==> src/hw/rtl/gas_pkg.sv <==
package gas_pkg;

  localparam int DATA_BITS = 32;
  localparam int FRAC_BITS = 16;
  localparam int DIR_BITS  = FRAC_BITS + 2;
  localparam int QUO_BITS  = DATA_BITS + FRAC_BITS;
  localparam int MUL_LAT   = 2;
  localparam int DIV_LAT   = QUO_BITS + 2;

  typedef logic signed [DATA_BITS-1:0] fx_t;
  typedef logic signed [DIR_BITS-1:0]  dir_t;

  typedef struct packed {
    fx_t  v;
    logic sat;
  } fxs_t;

  typedef struct packed {
    logic vld;
    logic hz;
    logic flg;
  } ctl_t;

  localparam fx_t FX_MAX  = {1'b0, {(DATA_BITS-1){1'b1}}};
  localparam fx_t FX_MIN  = {1'b1, {(DATA_BITS-1){1'b0}}};
  localparam fx_t FX_ONE  = fx_t'(64'd1 << FRAC_BITS);
  localparam fx_t FX_HALF = fx_t'(64'd1 << (FRAC_BITS - 1));
  localparam fx_t FX_TWO  = fx_t'(64'd2 << FRAC_BITS);

  function automatic fxs_t sat_add(fx_t a, fx_t b);
    logic [DATA_BITS:0] s;
    fxs_t r;
    s = {a[DATA_BITS-1], a} + {b[DATA_BITS-1], b};
    r.sat = s[DATA_BITS] != s[DATA_BITS-1];
    r.v = r.sat ? (s[DATA_BITS] ? FX_MIN : FX_MAX) : fx_t'(s[DATA_BITS-1:0]);
    return r;
  endfunction

  function automatic fxs_t sat_sub(fx_t a, fx_t b);
    logic [DATA_BITS:0] s;
    fxs_t r;
    s = {a[DATA_BITS-1], a} - {b[DATA_BITS-1], b};
    r.sat = s[DATA_BITS] != s[DATA_BITS-1];
    r.v = r.sat ? (s[DATA_BITS] ? FX_MIN : FX_MAX) : fx_t'(s[DATA_BITS-1:0]);
    return r;
  endfunction

  function automatic fx_t dir_ext(dir_t d);
    return {{(DATA_BITS-DIR_BITS){d[DIR_BITS-1]}}, d};
  endfunction

endpackage

==> src/hw/rtl/gas_mul.sv <==
module gas_mul (
  input  logic          clk,
  input  logic          en,
  input  gas_pkg::fx_t  a,
  input  gas_pkg::fx_t  b,
  output gas_pkg::fx_t  p,
  output logic          sat
);

  localparam int DW = gas_pkg::DATA_BITS;
  localparam int FW = gas_pkg::FRAC_BITS;

  logic [DW-1:0]      ua;
  logic [DW-1:0]      ub;
  logic [2*DW-1:0]    prod_r;
  logic               neg_r;
  logic [2*DW-1:0]    rnd;
  logic [2*DW-FW-1:0] mag;
  logic [DW-1:0]      lim;
  logic               over;
  gas_pkg::fx_t       p_nxt;
  gas_pkg::fx_t       p_r;
  logic               sat_r;

  assign ua = a[DW-1] ? (~a + 1'b1) : a;
  assign ub = b[DW-1] ? (~b + 1'b1) : b;

  always_ff @(posedge clk) begin
    if (en) begin
      prod_r <= ua * ub;
      neg_r  <= a[DW-1] ^ b[DW-1];
    end
  end

  always_comb begin
    rnd  = prod_r + {{(2*DW-FW){1'b0}}, 1'b1, {(FW-1){1'b0}}};
    mag  = rnd[2*DW-1:FW];
    lim  = neg_r ? {1'b1, {(DW-1){1'b0}}} : {1'b0, {(DW-1){1'b1}}};
    over = mag > {{(DW-FW){1'b0}}, lim};
    if (over) begin
      p_nxt = neg_r ? gas_pkg::FX_MIN : gas_pkg::FX_MAX;
    end else if (neg_r) begin
      p_nxt = gas_pkg::fx_t'(~mag[DW-1:0] + 1'b1);
    end else begin
      p_nxt = gas_pkg::fx_t'(mag[DW-1:0]);
    end
  end

  always_ff @(posedge clk) begin
    if (en) begin
      p_r   <= p_nxt;
      sat_r <= over;
    end
  end

  assign p   = p_r;
  assign sat = sat_r;

endmodule

==> config.mk <==
export PLATFORM = sky130hd
export DESIGN_NAME = gas_mul
export DESIGN_NICKNAME = d
export VERILOG_FILES = /design/src/hw/rtl/gas_pkg.sv /design/src/hw/rtl/gas_mul.sv
export SDC_FILE = /design/constraint.sdc
export NUM_CORES = 2
export LEC_CHECK = 0
export ABC_CLOCK_PERIOD_IN_PS = 14750
export BUFFER_PORTS_ARGS = -buffer_cell sky130_fd_sc_hd__buf_4
export CAP_MARGIN = 15
export CORE_ASPECT_RATIO = 0.8
export CORE_MARGIN = 4
export CORE_UTILIZATION = 60
export DETAILED_ROUTE_END_ITERATION = 8
export PLACE_DENSITY = 0.77
export SYNTH_ARGS = -nofsm -noshare
export SYNTH_HDL_FRONTEND = slang
export SYNTH_SLANG_ARGS = --single-unit
==> constraint.sdc <==
create_clock -name clk -period 14.75 [get_ports clk]
set_clock_uncertainty 0.2 [all_clocks]
set_input_delay 0.7375 -clock clk [delete_from_list [all_inputs] [get_ports clk]]
set_output_delay 0.7375 -clock clk [all_outputs]
set_load 0.05 [all_outputs]
==> run metrics <==
most frequent cells in the layout inv_1 (940), fa_1 (895), nor2_1 (660); crit-path max cell delay 760 ps; Seq/Total Area, Yosys 6.38%; Iteration-0 DRC Markers 3490; critical path arrival 12050 ps; worst r2r src prod_r[33]$_DFFE_PP_; vias in the first global route 33900; commonest non-fill, non-tap cell in the layout inv_1; status finished, final reports clean; count of pins over their slew limit 0; Synth Cell Area 39100 µm²; # setup viols final 0; CP startpoint kind primary input; routed wire length 132 mm; largest net degree at the start of global routing 84; post-synthesis cell type count 87; Setup crit end kind register; Final ANT Viol Nets 0; Syn Inst Count 4478; Vias/cell 6.11; Top cell by count, worst path fa_1; Total GRT Usage 38.8%; Worst Setup SP b[0]; GRT overflow 0; first-pass GRT wire length 201 mm; Syn Area/Cell 8.73 µm²; kind of critical path in2reg; dpl cells 5331; Initial Utilization 60.7%; GP Congestion 1.08; htree depth 3; Rel. slew slack 15.1%; setup TNS 0 ps; Final Non-Filler Cells 5353; RSZ-0062 raised after global routing no; PortBufs 98; Core Footprint 64400 µm²; Die Wd 293 µm; Ys Warns 0; I/O pins 99; dpl ws 2060 ps; filler instances 5381; Placement Rows 83; Die H 236 µm; met1 Use GR 52.8%; final worst path period need 12150 ps; CTS buffer count 9; CTS max path bufs 2; post_cts resized 0; layer with the highest usage met1; met3 Track Usage GR 17.2%; maxcap violations 0; Nets 5752; clock sink count 83; clk root buf clkbuf_16; CP top delay family adder cells; drt drc 0; DP HPWL 104 mm; Post-synth EDFFs 83; vias 32700; Synth Register Bits 83; Worst-Margin Slew 1260 ps; Setup Fix Bufs, Post-CTS 0; CP max stage cell xnor2_2; crit share post-route 82.4%; syn_nets 5735; initial antenna violation count 3; TritonRoute pass-1 iters 9; fin worst setup slack 2600 ps; cts hold-fix bufs 0; Clk Latency, worst-skew pair 350 ps; max frequency 82.3 MHz; Post-DP Area 41400 µm²; Final Cell Area 41700 µm²; Synth-to-Final Area Change 6.67%; Async S/R FF share, synth 0%; top_reg_cell synth edfxtp_1; Min-Delay Path Class reg2reg; Hold Vio Cnt, Final 0; GR Util met2 52.2%; Bufs and invs on worst path 5; CTS clk-pin slew, worst paths 70 ps; hold_sp prod_r[35]$_DFFE_PP_; layout cells sized above 1 6.76%; CTS tree built; CP Max Fanout 25; die area 69300 µm²; Routed wire per std cell 24.6 µm; critical path required time 14650 ps
[worst paths after layout]
| kind | endpoint | slack, ps | cells after the start |
|---|---|---|---|
| max | prod_r[63]$_DFFE_PP_ | 2600 | 31 |
| max reg2reg | p[30]$_DFFE_PP_ | 8900 | 17 |
| min reg2reg | p[19]$_DFFE_PP_ | 590 | 2 |
| min | p[19]$_DFFE_PP_ | 590 | 2 |
[flip-flops by register name (all words and copies together), names as in the netlist]
name    cells
neg_r       1
p          32
prod_r     49
sat         1
[cell usage after synthesis, types with 24 or more instances]
cell,count,share of area [%]
and3_1,24,0.38
ha_1,296,9.5
nand2_1,540,5.2
edfxtp_1,83,6.4
a21o_1,30,0.58
xnor2_1,109,2.4
nand4_1,33,0.53
o21ai_0,96,1.2
fa_1,895,46
nor3_1,31,0.40
clkbuf_1,172,1.7
inv_1,940,9.0
nor2_1,660,6.3
nand3_1,50,0.64
a21oi_1,98,1.3
xor2_1,90,2.0
[final cells by class]
class / instances / area (µm²) / share of cell area (%)
Antenna cell: 4 / 10.0 / 0.0240
Sequential cell: 83 / 2490 / 5.98
Clock buffer: 10 / 229 / 0.549
Timing Repair Buffer: 205 / 1550 / 3.71
Multi-Input combinational cell: 3255 / 32800 / 78.6
Inverter: 941 / 3530 / 8.47
Clock inverter: 5 / 55.1 / 0.132
Tap cell: 850 / 1060 / 2.55
[tightest hold or removal path: cells and delay by family, from the launching register on]
| kind | cells | cell delay [ps] |
|---|---|---|
| AO/OA/AOI/OAI | 1 | 150 |
| XOR/XNOR | 1 | 120 |
| flip-flops | 1 | 390 |
[layer usage]
metal	vias to the layer above	wire (µm)
met5	-	0
met4	0	8930
met3	523	22800
met2	2426	52200
met1	16100	47900
li1	13600	-
[logic make-up (layout without fill, tap and decap cells)]
logic type | after synthesis | in the layout | share of synthesized area (%)
simple gates | 1454 | 1454 | 15.6
flops | 83 | 83 | 6.38
mux | 17 | 17 | 0.451
other cells | 0 | 4 | 0
fa+ha+maj | 1191 | 1191 | 55.3
xor+xnor | 203 | 203 | 4.63
buf+inv | 1140 | 1161 | 11.1
compound gates | 390 | 390 | 6.50
[through the flow]
step / utilization [%] / hold WS, ps
2_1_floorplan: - / 493
3_3_place_gp: 64.3 / 612
3_5_place_dp: 64.3 / 598
4_1_cts: 64.7 / 593
5_1_grt: 64.7 / 629
6_report: 64.8 / 590
Power is left out: the tool's default activity adds up to more than one toggle a clock period on the data nets, which glitch-free logic cannot reach.
